## src/rtl/h2r_pkg.sv

```systemverilog
// shared widths, constants and beat types for the hsl to rgb converter
package h2r_pkg;

  localparam int FracBits = 12;
  localparam int One      = 1 << FracBits;
  localparam int Third    = One / 3;

  localparam int InW   = FracBits + 1;
  localparam int SqW   = 2 * FracBits + 1;
  localparam int GainW = FracBits + 1;
  localparam int CubeW = 3 * FracBits + 1;
  localparam int Lanes = 3;

  typedef logic [InW-1:0]   in_t;
  typedef logic [SqW-1:0]   sq_t;
  typedef logic [GainW-1:0] gain_t;
  typedef logic [CubeW-1:0] cube_t;

  typedef struct packed {
    sq_t                  m2;
    in_t                  l;
    logic [Lanes-1:0][InW-1:0] vh;
  } front_t;

  typedef struct packed {
    sq_t                     m1;
    sq_t                     d;
    logic [Lanes-1:0][GainW-1:0] g;
  } lane_t;

endpackage

```

## src/rtl/h2r_front.sv

```systemverilog
// input clamp, m2 product and shifted hues (two stages)
module h2r_front (
  input  logic            clk_i,
  input  logic            rst_ni,
  input  logic            vld_i,
  input  h2r_pkg::in_t    hue_i,
  input  h2r_pkg::in_t    sat_i,
  input  h2r_pkg::in_t    lgt_i,
  output logic            vld_o,
  output h2r_pkg::front_t front_o
);
  import h2r_pkg::*;

  logic   vld0_q, vld1_q;
  in_t    h_q, s_q, l_q;
  in_t    h_d, s_d, l_d;
  sq_t    ls, lsh, ssh, m2_d;
  logic [InW:0] hp, hm;
  front_t front_d, front_q;

  // clamp to one
  assign h_d = (hue_i > InW'(One)) ? InW'(One) : hue_i;
  assign s_d = (sat_i > InW'(One)) ? InW'(One) : sat_i;
  assign l_d = (lgt_i > InW'(One)) ? InW'(One) : lgt_i;

  always_ff @(posedge clk_i or negedge rst_ni) begin
    if (!rst_ni) begin
      vld0_q <= 1'b0;
      vld1_q <= 1'b0;
    end else begin
      vld0_q <= vld_i;
      vld1_q <= vld0_q;
    end
  end

  always_ff @(posedge clk_i) begin
    h_q     <= h_d;
    s_q     <= s_d;
    l_q     <= l_d;
    front_q <= front_d;
  end

  assign ls  = SqW'(s_q) * SqW'(l_q);
  assign lsh = SqW'(l_q) << FracBits;
  assign ssh = SqW'(s_q) << FracBits;

  always_comb begin
    if (l_q < InW'(One / 2)) begin
      m2_d = lsh + ls;
    end else begin
      m2_d = lsh + (ssh - ls);
    end
  end

  // hue plus and minus a third, wrapped into [0, one]
  always_comb begin
    hp = (InW+1)'(h_q) + (InW+1)'(Third);
    if (hp > (InW+1)'(One)) begin
      hp = hp - (InW+1)'(One);
    end
    if (h_q < InW'(Third)) begin
      hm = (InW+1)'(h_q) + (InW+1)'(One - Third);
    end else begin
      hm = (InW+1)'(h_q) - (InW+1)'(Third);
    end
  end

  always_comb begin
    front_d.m2    = m2_d;
    front_d.l     = l_q;
    front_d.vh[0] = hp[InW-1:0];
    front_d.vh[1] = h_q;
    front_d.vh[2] = hm[InW-1:0];
  end

  assign vld_o   = vld1_q;
  assign front_o = front_q;

endmodule

```

## src/rtl/h2r_gain.sv

```systemverilog
// m1, ramp span and per-channel ramp gain (one stage)
module h2r_gain (
  input  logic            clk_i,
  input  logic            rst_ni,
  input  logic            vld_i,
  input  h2r_pkg::front_t front_i,
  output logic            vld_o,
  output h2r_pkg::lane_t  lane_o
);
  import h2r_pkg::*;

  localparam int W = FracBits + 4;

  logic         vld_q;
  logic [SqW:0] m1_w;
  lane_t        lane_d, lane_q;

  function automatic gain_t ramp_gain(input in_t vh);
    logic [W-1:0] v2, v3, v6;
    gain_t        g;
    v2 = W'(vh) << 1;
    v3 = W'(vh) + v2;
    v6 = (W'(vh) << 2) + v2;
    if (v6 < W'(One)) begin
      g = GainW'(v6);
    end else if (v2 < W'(One)) begin
      g = GainW'(One);
    end else if (v3 < W'(2 * One)) begin
      g = GainW'(W'(4 * One) - v6);
    end else begin
      g = '0;
    end
    return g;
  endfunction

  assign m1_w = ((SqW+1)'(front_i.l) << (FracBits + 1)) - (SqW+1)'(front_i.m2);

  always_comb begin
    lane_d.m1 = m1_w[SqW-1:0];
    lane_d.d  = front_i.m2 - m1_w[SqW-1:0];
    for (int i = 0; i < Lanes; i++) begin
      lane_d.g[i] = ramp_gain(front_i.vh[i]);
    end
  end

  always_ff @(posedge clk_i or negedge rst_ni) begin
    if (!rst_ni) begin
      vld_q <= 1'b0;
    end else begin
      vld_q <= vld_i;
    end
  end

  always_ff @(posedge clk_i) begin
    lane_q <= lane_d;
  end

  assign vld_o  = vld_q;
  assign lane_o = lane_q;

endmodule

```

## src/rtl/h2r_chan.sv

```systemverilog
// three channel lanes: ramp product, offset add, scale to byte (three stages)
module h2r_chan (
  input  logic                           clk_i,
  input  logic                           rst_ni,
  input  logic                           vld_i,
  input  h2r_pkg::lane_t                 lane_i,
  output logic                           vld_o,
  output logic [h2r_pkg::Lanes-1:0][7:0] byte_o
);
  import h2r_pkg::*;

  localparam int TW = CubeW + 8;

  logic [2:0]               vld_q;
  sq_t                      m1_q;
  cube_t [Lanes-1:0]        p_q, c_q;
  cube_t [Lanes-1:0]        c_d;
  logic [Lanes-1:0][7:0]    byte_d, byte_q;
  logic [TW-1:0]            t;
  logic [TW-3*FracBits-1:0] v;

  always_comb begin
    for (int i = 0; i < Lanes; i++) begin
      c_d[i] = (CubeW'(m1_q) << FracBits) + p_q[i];
    end
  end

  // scale by 255, truncate, saturate
  always_comb begin
    t = '0;
    v = '0;
    for (int i = 0; i < Lanes; i++) begin
      t = (TW'(c_q[i]) << 8) - TW'(c_q[i]);
      v = t[TW-1:3*FracBits];
      byte_d[i] = (v > (TW-3*FracBits)'(255)) ? 8'hff : v[7:0];
    end
  end

  always_ff @(posedge clk_i or negedge rst_ni) begin
    if (!rst_ni) begin
      vld_q <= '0;
    end else begin
      vld_q <= {vld_q[1:0], vld_i};
    end
  end

  always_ff @(posedge clk_i) begin
    m1_q <= lane_i.m1;
    for (int i = 0; i < Lanes; i++) begin
      p_q[i] <= CubeW'(lane_i.d) * CubeW'(lane_i.g[i]);
    end
    c_q    <= c_d;
    byte_q <= byte_d;
  end

  assign vld_o  = vld_q[2];
  assign byte_o = byte_q;

endmodule

```

## src/rtl/hsl_to_rgb_converter.sv

```systemverilog
// top level of the hsl to rgb converter: front, gain and channel stages
// throughput: one beat per cycle, set by the six-stage pipeline with no stall path
// busy stays low; the receiver cannot stall, so results leave on their strobe
// reset clears every valid bit; payload registers are not reset
module hsl_to_rgb_converter (
  input  logic         clk_i,
  input  logic         rst_ni,
  input  logic         start,
  output logic         busy,
  input  h2r_pkg::in_t hue_i,
  input  h2r_pkg::in_t saturation_i,
  input  h2r_pkg::in_t lightness_i,
  output logic         valid_o,
  output logic [7:0]   red_o,
  output logic [7:0]   green_o,
  output logic [7:0]   blue_o
);
  import h2r_pkg::*;

  logic                  front_vld, gain_vld;
  front_t                front;
  lane_t                 lane;
  logic [Lanes-1:0][7:0] bytes;

  assign busy = 1'b0;

  h2r_front u_front (
    .clk_i   (clk_i),
    .rst_ni  (rst_ni),
    .vld_i   (start & ~busy),
    .hue_i   (hue_i),
    .sat_i   (saturation_i),
    .lgt_i   (lightness_i),
    .vld_o   (front_vld),
    .front_o (front)
  );

  h2r_gain u_gain (
    .clk_i   (clk_i),
    .rst_ni  (rst_ni),
    .vld_i   (front_vld),
    .front_i (front),
    .vld_o   (gain_vld),
    .lane_o  (lane)
  );

  h2r_chan u_chan (
    .clk_i  (clk_i),
    .rst_ni (rst_ni),
    .vld_i  (gain_vld),
    .lane_i (lane),
    .vld_o  (valid_o),
    .byte_o (bytes)
  );

  assign red_o   = bytes[0];
  assign green_o = bytes[1];
  assign blue_o  = bytes[2];

endmodule

```

## config.mk

```make
export PLATFORM = sky130hd
export DESIGN_NAME = hsl_to_rgb_converter
export DESIGN_NICKNAME = d
export VERILOG_FILES = /design/src/rtl/h2r_pkg.sv /design/src/rtl/h2r_front.sv /design/src/rtl/h2r_gain.sv /design/src/rtl/h2r_chan.sv /design/src/rtl/hsl_to_rgb_converter.sv
export SDC_FILE = /design/constraint.sdc
export NUM_CORES = 2
export LEC_CHECK = 0
export BUFFER_PORTS_ARGS = -buffer_cell sky130_fd_sc_hd__buf_4
export CORE_UTILIZATION = 52
export CTS_BUF_LIST = sky130_fd_sc_hd__clkbuf_8 sky130_fd_sc_hd__clkbuf_16
export DETAILED_ROUTE_END_ITERATION = 7
export PLACE_DENSITY_LB_ADDON = 0.3
export SYNTH_ARGS = -nofsm -noshare
export SYNTH_HDL_FRONTEND = slang
export SYNTH_HIERARCHICAL = 1
export SYNTH_SLANG_ARGS = --single-unit
```

## constraint.sdc

```tcl
create_clock -name clk_i -period 12.8 [get_ports clk_i]
set_clock_uncertainty 0.1 [all_clocks]
set_input_delay 2.56 -clock clk_i [delete_from_list [all_inputs] [get_ports clk_i]]
set_output_delay 2.56 -clock clk_i [all_outputs]
set_load 0.01 [all_outputs]
```

* Word-level counts from Yosys, hierarchy flattened
Index checks and enable logic that the tools add are counted.
** Cells by class
- $add $sub $neg :: 24
- $mul :: 4
- $lt $le $gt $ge :: 18
- Muxes and demuxes :: 12
** Operators with widths (count)
- 13-bit two-way mux :: 11
- 45-bit by 37-bit subtractor with 45-bit output :: 3
- 37-bit adder :: 3
- 25-bit by 13-bit multiplier with 37-bit output :: 3
- 25-bit subtractor :: 3
- 25-bit adder :: 2
- 15-bit by 14-bit adder with 16-bit output :: 3
- 16-bit by 13-bit < comparator with 1-bit output, second input constant :: 3
- 16-bit by 14-bit < comparator with 1-bit output, second input constant :: 3
- 13-bit by 14-bit adder with 15-bit output :: 3
- 14-bit by 13-bit < comparator with 1-bit output, second input constant :: 3
- 13-bit greater-than comparator, second input constant :: 3
- 1-bit by 13-bit subtractor with 13-bit output, first input constant :: 3
- 9-bit by 8-bit greater-than comparator with 1-bit output, second input constant :: 3
- 13-bit by 13-bit multiplier with 25-bit output :: 1
- 25-bit two-way mux :: 1
- 13-bit by 11-bit adder with 14-bit output, second input constant :: 1
- 14-bit by 13-bit greater-than comparator with 1-bit output, second input constant :: 1
- 13-bit by 12-bit adder with 13-bit output, second input constant :: 1
- 13-bit by 11-bit < comparator with 1-bit output, second input constant :: 1
- 13-bit by 12-bit < comparator with 1-bit output, second input constant :: 1
- 13-bit by 11-bit subtractor with 13-bit output, second input constant :: 1
- 13-bit subtractor, second input constant :: 1
** Word-level totals
- Bits in registers :: 481
- Input port bits :: 42
- Output and inout port bits :: 26
- Logic and storage cells :: 85

* Longest topological paths before layout
- Word-level depth :: 5
- Gate-level depth with buffers :: 31
- Mapped depth without buffers :: 30

* Cells and area by module
The synthesis kept the hierarchy.
** By module, submodules not included
- h2r_chan :: instances 1, cells an instance 4870, area an instance 42868.6 sq um, seq. area each 5500.3 sq um
- h2r_front :: instances 1, cells an instance 1108, area an instance 10361.2 sq um, seq. area each 2372.3 sq um
- h2r_gain :: instances 1, cells an instance 818, area an instance 6817.8 sq um, seq. area each 1726.7 sq um
- hsl_to_rgb_converter :: instances 1, cells an instance 2, area an instance 11.3 sq um, seq. area each 0.0 sq um

* Least setup slack after synthesis
Ideal clock, no wire load.
- Path kind :: register to register
- Start :: reg u_front.l_q[1]
- End :: reg u_front.front_q (netlist bit u_front/front_o[75])
- Library setup time :: 0.133 ns
- Arrival time :: 7.298 ns
- Required time :: 12.567 ns
- Slack :: 5.269 ns
- Stages on the path, launching flop included :: 30
- Buffers on the path :: 1
- Clock period less this slack :: 7.531 ns
- Path through :: dfxtp_1 > clkbuf_1 > and2_1 > fa_1 > inv_1 > fa_1 > inv_1 > fa_1 > fa_1 > inv_1 > fa_1 > inv_1 > ha_1 > o21ai_0 > a21oi_1 > o21ai_1 > nand2_1 > a21o_1 > a21o_1 > a221oi_1 > xor2_1 > fa_1 > ha_1 > and3_1 > a22o_1 > or2_2 > a22o_4 > o22ai_1 > mux2i_1 > o211ai_1
** Between the ends
- Word-level cells in the longest chain between the ends :: 4
- Elaborated cells on any way between the ends :: 6
- Classes of those cells :: 3 x add/sub; 1 x mul; 1 x order compare; 1 x mux
** RTL lines
- from (decl) :: RTL line h2r_front.sv:15 : in_t h_q, s_q, l_q;
- from (signal assigned) :: RTL line h2r_front.sv:39 : l_q <= l_d;
- 13-bit by 13-bit multiplier with 25-bit output :: RTL line h2r_front.sv:43 : assign ls = SqW'(s_q) * SqW'(l_q);
- 25-bit subtractor :: RTL line h2r_front.sv:51 : m2_d = lsh + (ssh - ls);
- 25-bit adder :: RTL line h2r_front.sv:51
- 25-bit two-way mux (*) :: RTL line h2r_front.sv:48 : if (l_q < InW'(One / 2)) begin
- net u_front.m2_d[23] :: RTL line h2r_front.sv:17 : sq_t ls, lsh, ssh, m2_d;
- to (signal assigned) :: RTL line h2r_front.sv:40 : front_q <= front_d;
- to (decl) :: RTL line h2r_front.sv:19 : front_t front_d, front_q;
The timed path passes the listed nets; every way through them passes the cells marked *.
A chain may end at the register's enable or synchronous reset.

* Final worst setup path
- Start :: reg u_front.l_q[4]
- End :: reg u_front.front_q (netlist bit u_front/front_o[75])
The elaborated chain is that of the path after synthesis.

==> run summary <==
CTS tree = done
Peak Freq = 120.1 MHz
Hold EP = u_chan/m1_q[20]$_DFF_P_
routed wl met2 = 69,450 microns
grt total ovfl = 0
Layout Nets = 8,232
Clock Latency Late Sink = 0.71 ns
R2R Path End = u_front/front_o[75]$_DFF_P_
initial antenna violation count = 5
WL final = 146,300 microns
RSZ-0062 raised after global routing = false
Met1 Wirelength = 64,190 microns
commonest non-fill, non-tap cell in the layout = inv_1
final hold vios = 0
data required time of the worst path = 13.20 ns
CP Launch Type = flop
critical-path maximum fanout = 16
Slowest cell on crit path = dfxtp_1
worst reg2reg setup slack = 4.47 ns
slowest stage delay, CP = 0.86 ns
Max clock buf depth = 3
Hold Buf Count CTS = 0
clock-pin slew on the worst setup and hold paths = 0.06 ns
Area Growth Syn to Fin = 6.248%
Setup violations, final = 0
total track usage = 0.2568
1st-pass router iterations = 5
hold_sp = u_gain/lane_o[84]$_DFF_P_
row cnt = 124
core area = 0.1143 sq mm
drt initial violations = 2,531
fin crit period = 8.328 ns
post-route cell area = 0.06379 sq mm
clock sink count = 477
Die Ht = 341.8 microns
io pins = 68
FF-to-FF Start = u_front/l_q[4]$_SDFF_PN0_
Die W = 341.8 microns
initial core utilization = 0.5251
mean post-synth cell area = 8.833 sq um
worst-margin pin slew = 1.203 ns
vias in the first global route = 46,703
wire per inst = 17.65 microns
routed wl met3 = 7825 microns
Worst R2R Path Depth = 27
post-cts sizing count = 0
WP data arrival = 8.73 ns
DRC = 0
layout cells sized above 1 = 0.04384
full die area = 0.1168 sq mm
clk root buf = clkbuf_16
maximum number of pins on one net before global-route repair = 40
cell family with most CP delay = adder cells
# port buffers = 66
Syn Std Cell Area = 0.06004 sq mm
CTS Buf Count = 55
area post-placement = 0.06190 sq mm
Detail Route Antenna Nets = 0
first-pass GRT wire length = 242,200 microns
Synth Instances = 6,797
Hold Path Stages = 0
CTS H-tree depth = 2
Final period util = 0.6506
dpl hpwl = 114,700 microns
most frequent cells in the layout = 1,283 x inv_1, 895 x fa_1, 849 x nand2_1
setup_tns = 0 ns
outcome = finished, final reports clean
final slew viol count = 0
synth warn = 6
Worst slew margin = 0.1966
DR vias/cell = 5.494
GP Congestion = 0.9393
Hold Crit Class = reg -> reg
Vias = 45,541
Top Layer Used = met5
Setup Fix Bufs, Post-CTS = 0
critical path buffer and inverter count = 4
max_cap viols = 0
CP Class = reg -> reg
Worst setup EP type = flop
Most common cell on crit path = fa_1
-- worst max path at each step --
stage                               from                          end  slack [ns]  cells after the start
2_1_floorplan  u_front/l_q[1]$_SDFF_PN0_  u_front/front_o[75]$_DFF_P_        5.27                     29
3_3_place_gp   u_front/s_q[6]$_SDFF_PN0_  u_front/front_o[75]$_DFF_P_        4.69                     28
3_5_place_dp   u_front/l_q[4]$_SDFF_PN0_  u_front/front_o[75]$_DFF_P_        4.53                     27
4_1_cts        u_front/l_q[4]$_SDFF_PN0_  u_front/front_o[75]$_DFF_P_        4.49                     27
5_1_grt        u_front/l_q[4]$_SDFF_PN0_  u_front/front_o[75]$_DFF_P_        4.02                     27
6_report       u_front/l_q[4]$_SDFF_PN0_  u_front/front_o[75]$_DFF_P_        4.47                     27
-- sequential cells by signal, summed over array words and instances (netlist names), 3 cells and up --
register / count
u_gain/lane_o: 85
u_front/s_q: 13
u_chan/byte_o: 24
u_front/h_q: 13
u_front/l_q: 13
u_front/front_o: 76
u_chan/c_q: 111
u_chan/p_q: 111
u_chan/m1_q: 25
u_chan/vld_q: 3
-- layer usage --
metal	global-route usage	vias to the layer above
li1	-	21298
met1	0.3379	22735
met2	0.4383	1210
met3	0.03189	290
met4	0.08268	8
met5	0	-
-- worst reg2reg max path: cells and delay by family (launching register included) --
family / cells / cell delay [ns]
fa+ha+maj: 8 / 3.53
compound gates: 11 / 2.44
flops: 1 / 0.86
simple gates: 2 / 0.50
buf+inv: 4 / 0.28
xor+xnor: 1 / 0.24
mux: 1 / 0.21
-- area by class of cell --
| cell class | instances | area [sq um] |
|---|---|---|
| diodes | 3 | 7.507 |
| clock buffers | 62 | 1473 |
| clock inverters | 41 | 414.1 |
| fillers | 10254 | 50550 |
| inverters | 1277 | 4793 |
| multi-input cells | 4793 | 44700 |
| flip-flops and latches | 477 | 9579 |
| well taps | 1512 | 1892 |
| repair buffers | 124 | 930.9 |
-- through the flow --
step           setup WS [ns]  std cells  hold WS [ns]  utilization
5_1_grt                4.017       8286        0.2206       0.5578
6_report               4.472       8289        0.2135       0.5579
4_1_cts                4.488       8286        0.2102       0.5578
3_5_place_dp           4.531       8183        0.2121       0.5413
2_1_floorplan          5.269       6800        0.2096            -
3_3_place_gp           4.693       8183        0.2111       0.5413
Power is left out: the tool's default activity adds up to more than one toggle a clock period on the data nets, which glitch-free logic cannot reach.
